<file path="config.mk">
export PLATFORM = sky130hd
export DESIGN_NAME = atb_front
export DESIGN_NICKNAME = d
export VERILOG_FILES = /design/src/design/atb_pkg.sv /design/src/design/atb_front.sv
export SDC_FILE = /design/constraint.sdc
export NUM_CORES = 1
export LEC_CHECK = 0
export ABC_AREA = 0
export BUFFER_PORTS_ARGS = -buffer_cell sky130_fd_sc_hd__buf_2
export CAP_MARGIN = 30
export CORE_ASPECT_RATIO = 1.75
export CORE_MARGIN = 2
export CORE_UTILIZATION = 40
export DETAILED_ROUTE_END_ITERATION = 6
export PLACE_DENSITY = 0.66
export RECOVER_POWER = 25
export SKIP_CTS_REPAIR_TIMING = 1
export SLEW_MARGIN = 20
export SYNTH_ARGS = -nofsm -noshare
export SYNTH_HDL_FRONTEND = slang
export SYNTH_SLANG_ARGS = --single-unit
</file>
<file path="constraint.sdc">
create_clock -name clk_i -period 2.6 [get_ports clk_i]
set_input_delay 0.13 -clock clk_i [delete_from_list [all_inputs] [get_ports clk_i]]
set_output_delay 0.13 -clock clk_i [all_outputs]
set_load 0.01 [all_outputs]
</file>
<file path="src/design/atb_pkg.sv">
package atb_pkg;

  localparam int MAX_ENTRIES_DEF    = 64;
  localparam int WEIGHT_BITS_DEF    = 32;
  localparam int PROB_FRAC_BITS_DEF = 16;

  localparam int IN_WEIGHT_W = 32;
  localparam int IDX_OUT_W   = 6;
  localparam int PROB_OUT_W  = 17;

  // Job descriptor widths cover the widest legal configuration.
  localparam int JOB_CNT_W = 7;
  localparam int JOB_TOT_W = IN_WEIGHT_W + JOB_CNT_W;

  typedef struct packed {
    logic [IN_WEIGHT_W-1:0] weight;
    logic                   last_weight;
  } atb_in_t;

  typedef struct packed {
    logic [IDX_OUT_W-1:0]  entry_index;
    logic [PROB_OUT_W-1:0] keep_prob;
    logic [IDX_OUT_W-1:0]  alias_index;
    logic                  last_entry;
    logic                  overflowed;
    logic                  zero_total;
  } atb_out_t;

  typedef struct packed {
    logic [JOB_CNT_W-1:0] n;
    logic [JOB_TOT_W-1:0] tot;
    logic                 ovf;
  } atb_job_t;

endpackage

</file>
<file path="src/design/atb_front.sv">
module atb_front #(
  parameter int MAX_ENTRIES = atb_pkg::MAX_ENTRIES_DEF,
  parameter int W_W         = 32,
  parameter int CNT_W       = 7,
  parameter int TOT_W       = 39,
  parameter int IDX_W       = 6
) (
  input  logic              clk_i,
  input  logic              rst_ni,
  input  logic              in_valid_i,
  output logic              in_stall_o,
  input  atb_pkg::atb_in_t  in_word_i,
  output logic              wr_en_o,
  output logic [IDX_W-1:0]  wr_addr_o,
  output logic [W_W-1:0]    wr_data_o,
  output logic              job_push_o,
  output atb_pkg::atb_job_t job_o,
  input  logic              job_full_i,
  input  logic              done_i
);
  import atb_pkg::*;

  logic [CNT_W-1:0] count_q, count_d;
  logic [TOT_W-1:0] total_q, total_d;
  logic             ovf_q, ovf_d;
  logic             hold_q;
  logic             accept, has_room;
  logic [W_W-1:0]   w;

  assign in_stall_o = hold_q | job_full_i;
  assign accept     = in_valid_i & ~in_stall_o;
  assign w          = W_W'(in_word_i.weight);
  assign has_room   = (count_q < CNT_W'(MAX_ENTRIES));

  assign wr_en_o   = accept & has_room;
  assign wr_addr_o = count_q[IDX_W-1:0];
  assign wr_data_o = w;

  always_comb begin
    count_d = count_q;
    total_d = total_q;
    ovf_d   = ovf_q;
    if (has_room) begin
      count_d = count_q + CNT_W'(1);
      total_d = total_q + TOT_W'(w);
    end else begin
      ovf_d = 1'b1;
    end
  end

  assign job_push_o = accept & in_word_i.last_weight;
  assign job_o.n    = JOB_CNT_W'(count_d);
  assign job_o.tot  = JOB_TOT_W'(total_d);
  assign job_o.ovf  = ovf_d;

  always_ff @(posedge clk_i or negedge rst_ni) begin
    if (!rst_ni) begin
      count_q <= '0;
      total_q <= '0;
      ovf_q   <= 1'b0;
      hold_q  <= 1'b0;
    end else begin
      if (accept) begin
        if (in_word_i.last_weight) begin
          count_q <= '0;
          total_q <= '0;
          ovf_q   <= 1'b0;
          hold_q  <= 1'b1;
        end else begin
          count_q <= count_d;
          total_q <= total_d;
          ovf_q   <= ovf_d;
        end
      end else if (done_i) begin
        hold_q <= 1'b0;
      end
    end
  end

endmodule

</file>
Word-level counts from Yosys, hierarchy flattened
Cells that the tools add are included.
{ "word_totals": {"ram_bits": 0, "wordCells": 24, "memories": 0, "rom_bits": 0, "latchBits": 0, "register_bits": 48} }
{ "classes": {"reduce_logical": 2, "addsub": 2, "n_shift": 0, "div": 0, "n_eq_ne": 1, "order_cmp": 1, "n_mul": 0, "muxes": 9, "bitwise": 5} }
{ "ops": {"columns": ["operator", "count"], "rows": [
  ["$mux 39", 2],
  ["$add 39x32->39", 1],
  ["$mux 7", 2],
  ["$add 7x1->7 const B", 1],
  ["$lt 7x7->1 const B", 1],
  ["$mux 1", 5],
  ["$and 1x1->1", 3],
  ["$ne 2x2->1 const B", 1],
  ["$reduce_and 2->1", 1],
  ["$reduce_bool 2->1", 1],
  ["$not 1->1", 1],
  ["$or 1x1->1", 1]
]} }

Depth between registers and ports, before layout
{ "depth": {"word_depth": 5, "ltp_mapped": 10, "mapped_depth_nobuf": 10} }

Worst setup path before layout
Ideal clock, no wire load.
{ "synth_path": {"path_type": "reg-to-output", "startpoint": "register total_q[0]", "endpoint": "output port job_o[31] (netlist name)", "required_ns": 2.470, "arrival_ns": 2.742, "stages_incl_launch_ff": 11, "setup_slack_ns": -0.272, "n_path_buf": 0, "path_cell_list": "dfrtp_1 > ha_1 > fa_1 > a211oi_2 > o211ai_1 > a41o_1 > a31o_1 > a221o_1 > a31oi_1 > xor2_1 > o21ai_1"} }
{ "synth_rtl": {"columns": ["item", "line", "rtl"], "rows": [
  ["start, declared", "atb_front.sv:24", "logic [TOT_W-1:0] total_q, total_d;"],
  ["start signal, assigned", "atb_front.sv:71", "total_q <= total_d;"],
  ["end, declared", "atb_front.sv:17", "output atb_pkg::atb_job_t job_o,"]
]} }

==> flow_summary.ini <==
[cts]
cts_root_buf = clkbuf_16
clk_latency_ps = 310
cts_tree = built
clockBufferDepth = 2
numCtsBuffers = 5
path_clk_slew_ps = 70
cts_sinks = 48
cts_max_level = 2

[cells_and_area]
nFillCells = 1029
area_growth_pct = 39.8
layout.cells.non_filler = 879
nNetsFinal = 818
antenna_cells = 0
drive_above_1_share_pct = 38.6

[pwr]
p_int_mw = 4.10
p_leak_nw = 2.91
pwr-share-clk_pct = 10.7
power_frac_comb_pct = 72.9
p_sw_mw = 3.44
switching_share_pct = 45.6
power_density_nw_per_um2 = 1200
vdd_drop_max_mv = 0.601
seq_power_share_pct = 16.4

[sta]
tightest_slew_ps = 662
maxSlewViolCount = 0
fin_skew_ps = 11.4
fmax_mhz = 293
fin_crit_ps = 3410
setup_ws_ps = -815
max_slew_margin_pct = 55.9
rsz0062_at_grt = yes
hold_violations = 0
finalSetupTns_ps = -16330
fin_crit_sh_pct = 131
setup_viol = 46

[setup_path]
worst_ep_arrival_time_ps = 3280
max_stage_delay_ps = 450
end_kind = output pin
path_delay_family = compound AO/OA/AOI/OAI gates
cpMaxStageDelayCell = a221o_2
crit_path_max_fanout = 4
path_cells = ha_2 > fa_2 > a211oi_2 > o211ai_1 > a41o_1 > a31o_1 > a221o_2 > a21boi_2 > xor2_1 > o21ai_2 > buf_2
critPathLaunchType = flop
crit_type = flop to output pin
cp_num_buf_inv = 1
worstPathRequired_ps = 2470

[floorplan]
die_area_um2 = 12200
fp.dieW_um = 84.3
pin_count = 126
initial_utilization_pct = 40.9
rows = 51
core_area_um2 = 11000
die_h_um = 145

[synthesis]
synth_top_area_share_pct = 26.6
synth_area_per_cell_um2 = 7.83
yosysMostFrequentCell = nand2_1
yosys.area.top_type = dfrtp_1
synth_nets = 649
dominantRegCellSynth = dfrtp_1
synth.distinct_cells = 60
ys_seq_area_share_pct = 26.6
syn_area_um2 = 4520
ys_top_cells_by_area = dfrtp_1 (27%), ha_1 (9.1%), o21ai_0 (8.1%)
synth_edf_count = 0
yosys_warnings = 0
synth.ff_latch_count = 48
synth_commonest_cells = nand2_1 (91), o21ai_0 (73), dfrtp_1 (48), buf_4 (40)
synthArstFlopShare_pct = 100
syn_inst = 577

[drt]
ant_nets = 0
num_vias = 4843
wl_met3_um = 608
viasPerCell = 5.51
totalWireLength_um = 14200
drt_pass1_iterations = 5
dr.max_layer_used = met4
drcViolationCount = 0
drtIter0Drc = 232
wl_met1_um = 5320
detail_route.wl_per_cell_um = 16.2
dr_wl_met2_um = 7900

[placement]
portBuffers = 125
gp_congestion = 0.877
hpwl_um = 10600
dp_cells = 849
pre_cts_ws_ps = -510

[global_route]
gr-total-overflow = 0
first_global_vias = 4597
antenna_found_initial = 0
grt_usage_pct = 21.9
grt_pass1_wl_um = 21600
grt_max_degree = 43

[run_status]
failed_checks = negative setup slack
status = finished with violations

[run]
cap_violations = 0

[hold_path]
hp-class = input port to flop
==> routing by layer <==
metal | global-route usage, % | vias up
met5 | 0 | -
met4 | 6.93 | 0
met3 | 2.74 | 32
met2 | 43.5 | 165
met1 | 23.7 | 2285
li1 | - | 2361
==> power by group through the flow <==
stage                     combinational (mW)  clock (mW)  sequential, mW
after floorplan                         2.73           0            1.18
after global placement                  4.52           0            1.22
after detailed placement                4.59           0            1.24
after CTS                               4.62       0.810            1.23
after global routing                    6.00       0.833            1.28
final                                   5.50       0.804            1.24
==> kinds of logic (layout without fill, tap and decap cells) <==
logic type,after synthesis,after routing,share of synthesized area (%)
adder cells (fa/ha/maj),34,34,9.58
AO/OA/AOI/OAI,182,182,25.5
buffers and inverters,83,253,10.3
AND/OR/NAND/NOR,182,182,18.4
XOR/XNOR,41,41,7.95
multiplexers,7,7,1.66
flip-flops,48,48,26.6
==> state kept, by name, summed over array words and instances, names as in the netlist <==
signal,cells
hold_q,1
count_q,7
ovf_q,1
total_q,39
==> metrics by stage <==
step	power, mW	utilization (%)	hold slack [ps]	cell area [µm²]
final	7.55	57.2	11.6	6310
after global routing	8.11	57.2	35.8	6310
after CTS	6.66	51.8	-146	5720
after detailed placement	5.83	50.3	179	5550
after global placement	5.74	50.2	183	5540
after floorplan	3.91	-	-166	4530
==> cells in the final DEF (no fill, tap or decap), types with 5 or more instances in the layout <==
cell / n
nand2_1: 90
or3_1: 6
nor3_1: 5
clkbuf_16: 5
xnor2_2: 9
nor2_1: 23
nor2b_1: 7
o21ai_1: 35
nand4_1: 8
clkbuf_1: 30
ha_1: 27
o21ai_2: 11
a22o_1: 13
dfrtp_1: 47
buf_6: 11
a21oi_1: 28
o21ai_0: 34
buf_2: 94
inv_1: 12
xnor2_1: 15
nand3_1: 10
buf_4: 97
xor2_1: 15
==> worst reg2reg max path, stage by stage (launching register included) <==
cell	delay [ps]
dfrtp_1	410
ha_2	200
fa_2	380
a211oi_2	260
o211ai_1	160
a41o_1	240
a31o_1	260
a221o_2	450
a31oi_4	200
xor2_2	190
buf_4	130
o21ai_1	40
==> cell type report <==
type,instances,area (µm²),share of cell area (%)
timing repair buffer,233,1450,22.9
sequential,48,1200,19.0
tap,132,165,2.62
multi-input combinational,446,3280,52.0
clock buffer,5,125,1.98
clock inverter,3,47.5,0.753
inverter,12,45.0,0.713
==> worst paths after layout <==
| path | from | slack, ps | cells after the start | end |
|---|---|---|---|---|
| max reg2reg | total_q[0] | -440 | 11 | total_q[30] |
| min reg2reg | total_q[34] | 510 | 2 | total_q[34] |
| min | done_i | 10 | 2 | hold_q |
| max in group asynchronous | rst_ni | 1500 | 3 | total_q[24] |
| min in group asynchronous | rst_ni | 350 | 2 | total_q[13] |
| max | total_q[0] | -810 | 11 | job_o[25] |
(Power assumes the default switching activity.)
