`config.mk`:
```
export PLATFORM = sky130hd
export DESIGN_NAME = atb_job_fifo
export DESIGN_NICKNAME = d
export VERILOG_FILES = /design/src/design/atb_pkg.sv /design/src/design/atb_job_fifo.sv
export SDC_FILE = /design/constraint.sdc
export NUM_CORES = 1
export LEC_CHECK = 0
export BUFFER_PORTS_ARGS = -buffer_cell sky130_fd_sc_hd__buf_2
export CORE_MARGIN = 3
export CORE_UTILIZATION = 25
export DETAILED_ROUTE_END_ITERATION = 8
export PLACE_DENSITY = 0.43
export RECOVER_POWER = 100
export SLEW_MARGIN = 20
export SYNTH_ARGS = -nofsm -noshare
export SYNTH_HDL_FRONTEND = slang
export SYNTH_SLANG_ARGS = --single-unit
```
`constraint.sdc`:
```
create_clock -name clk_i -period 4.32 [get_ports clk_i]
set_clock_uncertainty 0.15 [all_clocks]
set_input_delay 0.432 -clock clk_i [delete_from_list [all_inputs] [get_ports clk_i]]
set_output_delay 0.432 -clock clk_i [all_outputs]
set_load 0.05 [all_outputs]
```
`src/design/atb_pkg.sv`:
```
package atb_pkg;

  localparam int MAX_ENTRIES_DEF    = 64;
  localparam int WEIGHT_BITS_DEF    = 32;
  localparam int PROB_FRAC_BITS_DEF = 16;

  localparam int IN_WEIGHT_W = 32;
  localparam int IDX_OUT_W   = 6;
  localparam int PROB_OUT_W  = 17;

  // Job descriptor widths cover the widest legal configuration.
  localparam int JOB_CNT_W = 7;
  localparam int JOB_TOT_W = IN_WEIGHT_W + JOB_CNT_W;

  typedef struct packed {
    logic [IN_WEIGHT_W-1:0] weight;
    logic                   last_weight;
  } atb_in_t;

  typedef struct packed {
    logic [IDX_OUT_W-1:0]  entry_index;
    logic [PROB_OUT_W-1:0] keep_prob;
    logic [IDX_OUT_W-1:0]  alias_index;
    logic                  last_entry;
    logic                  overflowed;
    logic                  zero_total;
  } atb_out_t;

  typedef struct packed {
    logic [JOB_CNT_W-1:0] n;
    logic [JOB_TOT_W-1:0] tot;
    logic                 ovf;
  } atb_job_t;

endpackage

```
`src/design/atb_job_fifo.sv`:
```
module atb_job_fifo (
  input  logic             clk_i,
  input  logic             rst_ni,
  input  logic             push_i,
  input  atb_pkg::atb_job_t job_i,
  output logic             full_o,
  input  logic             pop_i,
  output logic             valid_o,
  output atb_pkg::atb_job_t job_o
);
  import atb_pkg::*;

  atb_job_t   mem_q [2];
  logic       wp_q, rp_q;
  logic [1:0] cnt_q;
  logic       do_push, do_pop;

  assign full_o  = (cnt_q == 2'd2);
  assign valid_o = (cnt_q != 2'd0);
  assign job_o   = mem_q[rp_q];
  assign do_push = push_i & ~full_o;
  assign do_pop  = pop_i & valid_o;

  always_ff @(posedge clk_i) begin
    if (do_push) mem_q[wp_q] <= job_i;
  end

  always_ff @(posedge clk_i or negedge rst_ni) begin
    if (!rst_ni) begin
      wp_q  <= 1'b0;
      rp_q  <= 1'b0;
      cnt_q <= 2'd0;
    end else begin
      if (do_push) wp_q <= ~wp_q;
      if (do_pop) rp_q <= ~rp_q;
      cnt_q <= cnt_q + {1'b0, do_push} - {1'b0, do_pop};
    end
  end

endmodule

```
# After elaboration in Yosys (flattened, before gate mapping)
# Memories as Yosys holds them, arrays and structs flattened.
# Index checks and enable logic that the tools add are counted.
[word_totals] mem_bits_rw=94 in_bits=51 output_inout_bits=49 ff_bits=4 n_memories=1 word_cells=15
[mem_list] name="mem_q" words=2 word_bits=47 read_ports=1 rd_ports_with_merged_regs=0 write_ports=1 line_no="atb_job_fifo.sv:13" rtl="atb_job_t mem_q [2];"
[op_classes] n_eq_ne=1 add_sub_neg=2 n_bitwise=5 muxes=2 n_reduce_logical=1
[op_table] cell="$not 1->1" n=3
[op_table] cell="$add 2x1->2" n=1
[op_table] cell="$and 1x1->1" n=2
[op_table] cell="$eq 2x2->1 const B" n=1
[op_table] cell="$mux 1" n=2
[op_table] cell="$reduce_bool 2->1" n=1
[op_table] cell="$sub 2x1->2" n=1

# Depth between registers and ports, before layout
# Gate-level depths: netlist of run 1.
[depth] word_depth=5 depth_mapped=7 depth_no_buf=7

# Least setup slack after synthesis of run 1
# No wires, ideal clock.
[synth_path] kind="flip-flop to flip-flop" startpoint="reg cnt_q[1]" endpoint="mem mem_q[0][0] (netlist bit), enable pin" required_time_ns=3.718 stages_incl_launch_ff=4 t_arrival_ns=2.562 setup_slack_ns=1.156 setup_ns=0.452 synth_period_minus_slack_ns=3.164 n_path_buf=0 path_cell_list="dfrtp_1 nand2b_1 nand2_1 nor2_1"
[synth_between] elab_chain_len=5
[synth_rtl] element="from (decl)" line_no="atb_job_fifo.sv:15" rtl="logic [1:0] cnt_q;"
[synth_rtl] element="from (signal assigned)" line_no="atb_job_fifo.sv:36" rtl="cnt_q <= cnt_q + {1'b0, do_push} - {1'b0, do_pop};"
[synth_rtl] element="$eq 2x2->1" line_no="atb_job_fifo.sv:18" rtl="assign full_o = (cnt_q == 2'd2);"
[synth_rtl] element="$not 1->1" line_no="atb_job_fifo.sv:21" rtl="assign do_push = push_i & ~full_o;"
[synth_rtl] element="$and 1x1->1" line_no="atb_job_fifo.sv:21"
[synth_rtl] element="$mux 1" line_no="atb_job_fifo.sv:25" rtl="if (do_push) mem_q[wp_q] <= job_i;"
[synth_rtl] element="$mux 1 (not written as such)" line_no="atb_job_fifo.sv:25"
[synth_rtl] element="to (decl)" line_no="atb_job_fifo.sv:13"
# Every way passes these cells.

==> results of run 1 <==
[routing by layer]
layer  wire (um)  vias up  GRT usage, %
met5           0        -             0
met4         143        0         3.218
met3         479       13         4.640
met2        3384       66         14.45
met1        2951      882         9.957
li1            -      857             -
[layout make-up]
| type | count | area (sq um) | area share, % |
|---|---|---|---|
| Timing Repair Buffer | 104 | 456.7 | 10.04 |
| Inverter | 2 | 7.507 | 0.1651 |
| Tap cell | 180 | 225.2 | 4.952 |
| Clock buffer | 11 | 232.7 | 5.117 |
| Multi-Input combinational cell | 59 | 659.4 | 14.50 |
| Sequential cell | 98 | 2923 | 64.26 |
| Clock inverter | 4 | 43.79 | 0.9629 |
[cell usage in the layout, fill, tap and decap left out, types with 2 or more instances in the layout]
cell type	instances
sky130_fd_sc_hd__ha_1	2
sky130_fd_sc_hd__xnor2_1	3
sky130_fd_sc_hd__clkinv_2	2
sky130_fd_sc_hd__mux2_4	10
sky130_fd_sc_hd__buf_2	39
sky130_fd_sc_hd__mux2_1	11
sky130_fd_sc_hd__edfxtp_1	94
sky130_fd_sc_hd__mux2_2	26
sky130_fd_sc_hd__clkbuf_16	9
sky130_fd_sc_hd__inv_1	2
sky130_fd_sc_hd__buf_4	3
sky130_fd_sc_hd__clkbuf_1	63
sky130_fd_sc_hd__dfrtp_1	4
[worst max-delay path: stages, from the launching register on]
cell	delay, ps
sky130_fd_sc_hd__dfrtp_1	1340
sky130_fd_sc_hd__buf_4	390
sky130_fd_sc_hd__mux2_4	170
sky130_fd_sc_hd__clkbuf_1	480
[cells by family (layout without fill, tap and decap cells)]
group / Yosys count / count (layout) / share of synthesized area, %
AND/OR/NAND/NOR: 6 / 6 / 0.9539
adder cells (fa/ha/maj): 2 / 2 / 0.6811
buffers and inverters: 7 / 121 / 1.396
multiplexers: 47 / 47 / 16.45
XOR/XNOR: 4 / 4 / 0.9539
flip-flops: 98 / 98 / 79.56
[report_power, final]
group          internal [uW]  switching (uW)
logic                    381            1080
clock network            441             310
registers               1310             114
total                   2130            1500
[stage by stage]
stage / setup slack [ps] / area, sq um / util (%) / hold WS (ps) / total power [uW]
finish: 1012 / 4548 / 32.14 / 127.9 / 3631
CTS: 1423 / 4677 / 33.05 / 104.0 / 3814
detailed placement: 1811 / 4390 / 31.03 / 102.8 / 3035
global placement: 1841 / 4390 / 31.03 / 97.07 / 3023
global route: 689.1 / 4548 / 32.14 / 110.7 / 3824
floorplan: 1156 / 3674 / - / -13.59 / 2693
[path summary, 6_finish.rpt]
| path | slack (ps) | cells after the start | start | to |
|---|---|---|---|---|
| max | 1010 | 3 | rp_q | job_o[20] |
| min | 130 | 1 | job_i[2] | mem_q[1][2] |
| max reg2reg | 1090 | 3 | cnt_q[1] | mem_q[1][28] |
| min reg2reg | 360 | 1 | wp_q | wp_q |
| max in group asynchronous | 3510 | 2 | rst_ni | cnt_q[1] |
| min in group asynchronous | 310 | 2 | rst_ni | cnt_q[0] |
[sequential cells by signal, summed over array words and instances, names as in the netlist]
register,cells
mem_q,94
cnt_q,2
rp_q,1
wp_q,1
==> reports/results.txt, run 1 <==
Predominant post-synthesis flop cell: sky130_fd_sc_hd__edfxtp_1. The floorplan step defined a die boundary enclosing 16,180 sq um. The clock-pin slew reported for the worst setup and hold paths after clock tree synthesis came out at 60 ps. Sorting the synthesized cells by area gives the leading types as sky130_fd_sc_hd__edfxtp_1 77%, sky130_fd_sc_hd__mux2_2 8.3%, sky130_fd_sc_hd__mux2_4 8.2%, sky130_fd_sc_hd__dfrtp_1 2.7%, sky130_fd_sc_hd__buf_6 0.92%. Biggest area consumer among synthesized cells: sky130_fd_sc_hd__edfxtp_1.

The number of enable-type register cells in the synthesized netlist is 94, and the number of buffers on the longest clock path is 2. Total setup violations reported at the end of the flow: 0. Cells with a size suffix above 1 make up 32.37% of the layout. Among all cell types in the netlist, the one instantiated most often is sky130_fd_sc_hd__edfxtp_1.

Data on the critical path arrives at its endpoint at 2730 ps. In this run, distinct cell masters in the synthesized netlist total 16. Wires add up to 6.958 mm. The routed length per placed instance came out at 15.19 um. The run gives 0 as the post-cts resize count.

The logs give 1,447 for the fill cell instance count of the final layout and 4.517 mm for the HPWL after detailed placement. The number of cell rows is 43, and the number of antenna-violating nets in the routed design is 0. The initial DRC count was 69. The worst hold path class is primary input to register. For the finished layout, the period the worst path requires is 3308 ps. The core region is 14,150 sq um. The die is 127.2 um wide.

The tools report the number of detailed-route iterations in the first pass as 4. The worst setup path is launched from a register. The tool flagged a number of max-cap violations equal to 2. In the finished design, the share of the clock period the worst path needs comes to 76.57%. Summed over all layers, the global routing overflow is 0. Setup repair after global routing left no endpoint under its margin. The run gives 0.3023 GHz as the highest achievable clock rate. Initial antenna violation count: 0.

Aggregate global-route resource usage: 8.871%. The run gives 0 as the final hold violation count. The number of buffers added to fix hold violations after cts was 1. Number of H-tree levels: 3. The first global-routing pass estimated 10.47 mm of wire. In the routed layout, each cell is associated on average with a via count of 3.969.

The congestion estimate from routability-driven global placement came to 0.6588. IR analysis of the VDD net gives a maximum drop of 347.8 uV. After synthesis, the share of flip-flops with an asynchronous set or reset is 4.082%. The area growth from synthesis to layout is 23.81%.

The final sum of negative setup slack was 0 ps. The worst setup path is captured at a primary output. The average size of a mapped cell is 22.40 sq um, and the number of I/O port buffers is 99.

The final reports fail on capacitance limit, slew limit. Clock network latency to the later pin of the worst-skew pair: 340 ps. Power spread over the standard cell area amounts to 798.3 nW/um^2. For this design the top-level I/O count stands at 100. The number of buffers added by the clock tree synthesis step is 9. STA puts the critical path data required time at 3740 ps. The tools report the net count after synthesis as 217.

The flow ran to the end, but the final reports show violations. Once the clock tree was built, the setup fixing pass inserted 0 buffers. Counting every instance in the synthesized netlist gives 164. The final instance count without filler cells is 458. The cell count after placement is 442. The worst setup path category is register to primary output. The via count of the first global-routing pass was 1,965; the total number of yosys warnings was 0.

Reported leakage power: 0.001584 uW. The cell at the root of the clock tree was sky130_fd_sc_hd__clkbuf_16. The net count of the finished layout is 327. Largest net degree at the start of global routing: 32. For this run, the register share of the synthesized area comes to 79.56%. Counting every sink on the clock net gives 98. The number of antenna diodes in the final layout is 0. The transition time at the pin with the least slew margin was 1995 ps. Once the floorplan was initialized, standard cells occupied 25.96% of the core.

The number of pins with negative max-slew slack in the final report was 23; the DRC violations left was 0. The chip height is 127.2 um, and the flip-flop and latch count after synthesis is 98. TritonCTS built the clock tree. Measured against its own limit, the worst slew margin works out to -33.52%. Of all nets on the critical path, the largest fanout is 31.

The synthesized netlist occupies a cell area of 3674 sq um. Of the post-synthesis cell area, the dominant cell type holds 76.84%. The final route contains 1,818 vias.

The commonest cells after synthesis are 94 x sky130_fd_sc_hd__edfxtp_1, 27 x sky130_fd_sc_hd__mux2_2, 20 x sky130_fd_sc_hd__mux2_4.
Power figures use the tool's default switching activity.
==> inputs of run 2 (changes only) <==
--- a/config.mk
+++ b/config.mk
@@ -9,7 +9,7 @@
 export CORE_MARGIN = 3
 export CORE_UTILIZATION = 25
 export DETAILED_ROUTE_END_ITERATION = 8
-export PLACE_DENSITY = 0.43
+export PLACE_DENSITY = 0.45
 export RECOVER_POWER = 100
 export SLEW_MARGIN = 20
 export SYNTH_ARGS = -nofsm -noshare
==> constraint.sdc (replaced) <==
create_clock -name clk_i -period 2.9 [get_ports clk_i]
set_clock_uncertainty 0.15 [all_clocks]
set_input_delay 0.29 -clock clk_i [delete_from_list [all_inputs] [get_ports clk_i]]
set_output_delay 0.29 -clock clk_i [all_outputs]
set_load 0.05 [all_outputs]
==> run 2 against run 1 <==
The flow now finishes without violations; first-iteration DRC count decreased by 5.8%; flip-flop and latch count unchanged; sequential share of layout area decreased by 6.8 points; via count increased by 11%; die area unchanged; critical path depth unchanged; register-to-register slack got worse by 520 ps; sequential power increased by 42%; count of clock-buffer cells in the layout unchanged; design area increased by 12%; largest power group unchanged.
==> reports/results.txt, run 2 (synthesis results as in run 1) <==
The flow ran to the end, and the final reports show no timing, DRC or antenna violations. The number of nets at the end of the flow is 376 (+15%), and the post-place instance area is 4418 sq um (+0.63%). For the DRC violations left, the log shows 0 (unchanged). The number of detailed-route iterations in the first pass was 4 (unchanged); the number of violations of the max-capacitance limit was 0 (-2). Combined area of the multi-input logic cells: 655.6 sq um (-0.57%). The tree is rooted in a sky130_fd_sc_hd__clkbuf_16. The worst setup path category was register to primary output.

The most common library cell in the layout ignoring fill and taps is sky130_fd_sc_hd__edfxtp_1. For the number of H-tree levels, the log shows 3 (unchanged). The sequential cell area was 2924 sq um (about the same); the clock-pin slew reported for the worst setup and hold paths after clock tree synthesis was 60 ps (about the same). The number of I/O port buffers came out at 99 (unchanged). The number of buffers and inverters on the critical path was 2 (unchanged); the slack of the worst reg-to-reg path was 570 ps (-520 ps). Arrival time of the worst setup path: 1970 ps (-760 ps). Aggregate global-route resource usage: 8.822% (-0.048 points).

The tools report the capturing point of the worst reg2reg path as mem_q[1][34]. The via density per instance came out at 3.961 (-0.22%). TritonCTS built the clock tree.

The tools report the initial antenna violation count as 0 (unchanged). The cell count after placement was 444 (+0.45%). Leftover overflow at the end of global routing: 0 (unchanged). The maximum cell stage delay along the critical path was 460 ps (-880 ps). Timing would allow up to 0.4154 GHz. The startpoint of the worst register-to-register path was cnt_q[1].

The share of cells above drive strength 1 is 33.23% (+0.86 points), and the peak supply drop is 489.0 uV (+41%). For the initial DRC count, the log shows 65 (-5.8%). The post-CTS setup buffer count is 0 (unchanged). STA classifies the critical path endpoint as a primary output. For the count of clock tree sinks, the log shows 98 (unchanged). The largest registers in the layout are mem_q: 94 flops, cnt_q: 2 flops. The transition time at the pin with the least slew margin is 1263 ps (-732.3 ps). The die width was 127.2 um (unchanged); the wire length of the first global-routing pass was 10.64 mm (+1.6%). The total number of vias came out at 2,012 (+11%). For the final sum of negative setup slack, the log shows 0 ps (unchanged).

The signal on the critical path passes through clkbuf_2 -> mux2_2 -> clkbuf_1. The chip height came out at 127.2 um (unchanged). The reported leakage power is 0.001839 uW (+16%). For the number of buffers on the longest clock path, the log shows 2 (unchanged). Setup repair after global routing left no endpoint under its margin. The tools report the number of antenna-violating nets in the routed design as 0 (unchanged). The routed length per placed instance is 13.49 um (-11%), and the area added between synthesis and finish is 38.52%. The logs give 25.96% (unchanged) for the effective utilization at floorplan and 0 (unchanged) for the antenna diode instance count.

The tools report the final instance count without filler cells as 508 (+11%). For the number of pins with negative max-slew slack in the final report, the log shows 0 (-100%). The final hold violation count is 0 (unchanged), and the number of flip-flops under the largest register name is 94 (unchanged). The kind of launch point of the worst setup path was a register. The final design area excluding fillers is 5089 sq um (+12%), and the clock network latency to the later pin of the worst-skew pair is 330 ps (about the same). For the post-cts resize count, the log shows 0 (unchanged). The tools report the number of cell rows as 43 (unchanged). The area of the core region is 14,150 sq um (unchanged). The minimum clock period is 2408 ps. Period utilization: 83.02%. For the fill cell instance count of the final layout, the log shows 1,386 (-4.2%). The run gives 2460 ps (-1280 ps) as the required time at the endpoint of the critical path. The largest individual stage delay along the critical path comes from the cell sky130_fd_sc_hd__clkbuf_1. The worst reg-to-reg path cell count is 3 (unchanged), and the die area is 16,180 sq um (unchanged). Worst hold path class: primary input to async pin.

The category of cells accounting for the largest share of critical-path delay was buffers and inverters. The most flop-heavy register is mem_q. The total power after layout is 5596 uW (+54%). The largest net degree at the start of global routing is 27 (-16%). The maximum fanout along the worst path was 23 (-26%).

The via count of the first global-routing pass came out at 2,167 (+10%). The logs give 6.851 mm (-1.5%) for the detailed-route wire length and 15.79% (+49 points) for the relative slew slack. The power density normalized to cell area is 1100 nW/um^2 (+38%), and the total setup violations reported at the end of the flow is 0 (unchanged). Leaving out fill and tap cells, the most frequent cells in the layout are 94 x sky130_fd_sc_hd__edfxtp_1, 56 x sky130_fd_sc_hd__buf_2, 48 x sky130_fd_sc_hd__dlygate4sd3_1, 47 x sky130_fd_sc_hd__clkbuf_1, 26 x sky130_fd_sc_hd__mux2_2.

The global placement routability congestion came out at 0.6868 (+4.3%). The number of buffers added by the clock tree synthesis step was 9 (unchanged); the I/O pin count was 100 (unchanged). HPWL after detailed placement: 4.436 mm (-1.8%).
[run 2: timing repair]
item | 4_1_cts | 5_1_grt
endpoints found under the hold margin | 98 | 0
hold buffers | 48 | 0
setup endpoints to repair | 0 | 0
[run 2: final cells by class]
cell class	count	area share (%)
inverter	2	0.1475
timing repair buffer	153	18.96
clock buffer	11	4.573
sequential	98	57.46
clock inverter	5	1.549
tap	180	4.426
multi-input combinational	59	12.88
[run 2: through the flow]
step / utilization (%) / hold slack (ps) / setup slack (ps)
after floorplan: - / -155.6 / 516.7
after global placement: 31.22 / -47.76 / 1118
after detailed placement: 31.22 / -44.79 / 1062
after CTS: 36.82 / 79.88 / 717.3
after global routing: 35.96 / 169.8 / 341.8
final: 35.96 / 161.9 / 492.5
[run 2: worst max-delay path by stage]
stage                     slack [ps]  cells past startpoint     start          end
after global routing             340                      3      rp_q     job_o[2]
after global placement          1120                      7  cnt_q[1]     cnt_q[1]
after floorplan                  520                      3  cnt_q[1]  mem_q[0][0]
final                            490                      3      rp_q     job_o[2]
after detailed placement        1060                      7  cnt_q[1]     cnt_q[1]
after CTS                        720                      3      rp_q     job_o[0]
[run 2: where the power goes]
group / total [uW] / switching (uW) / internal [uW]
clock network: 1230 / 478 / 754
registers: 2020 / 75.1 / 1940
logic: 2350 / 1700 / 648
total: 5600 / 2250 / 3350
[run 2: routing by layer]
layer	GRT usage [%]	share of wire, %	wire length, um	vias to the layer above
met5	0	0	0	-
met4	3.218	1.1	74	0
met3	4.306	7.5	513	8
met2	14.54	49	3340	63
met1	9.944	43	2923	983
li1	-	-	-	958
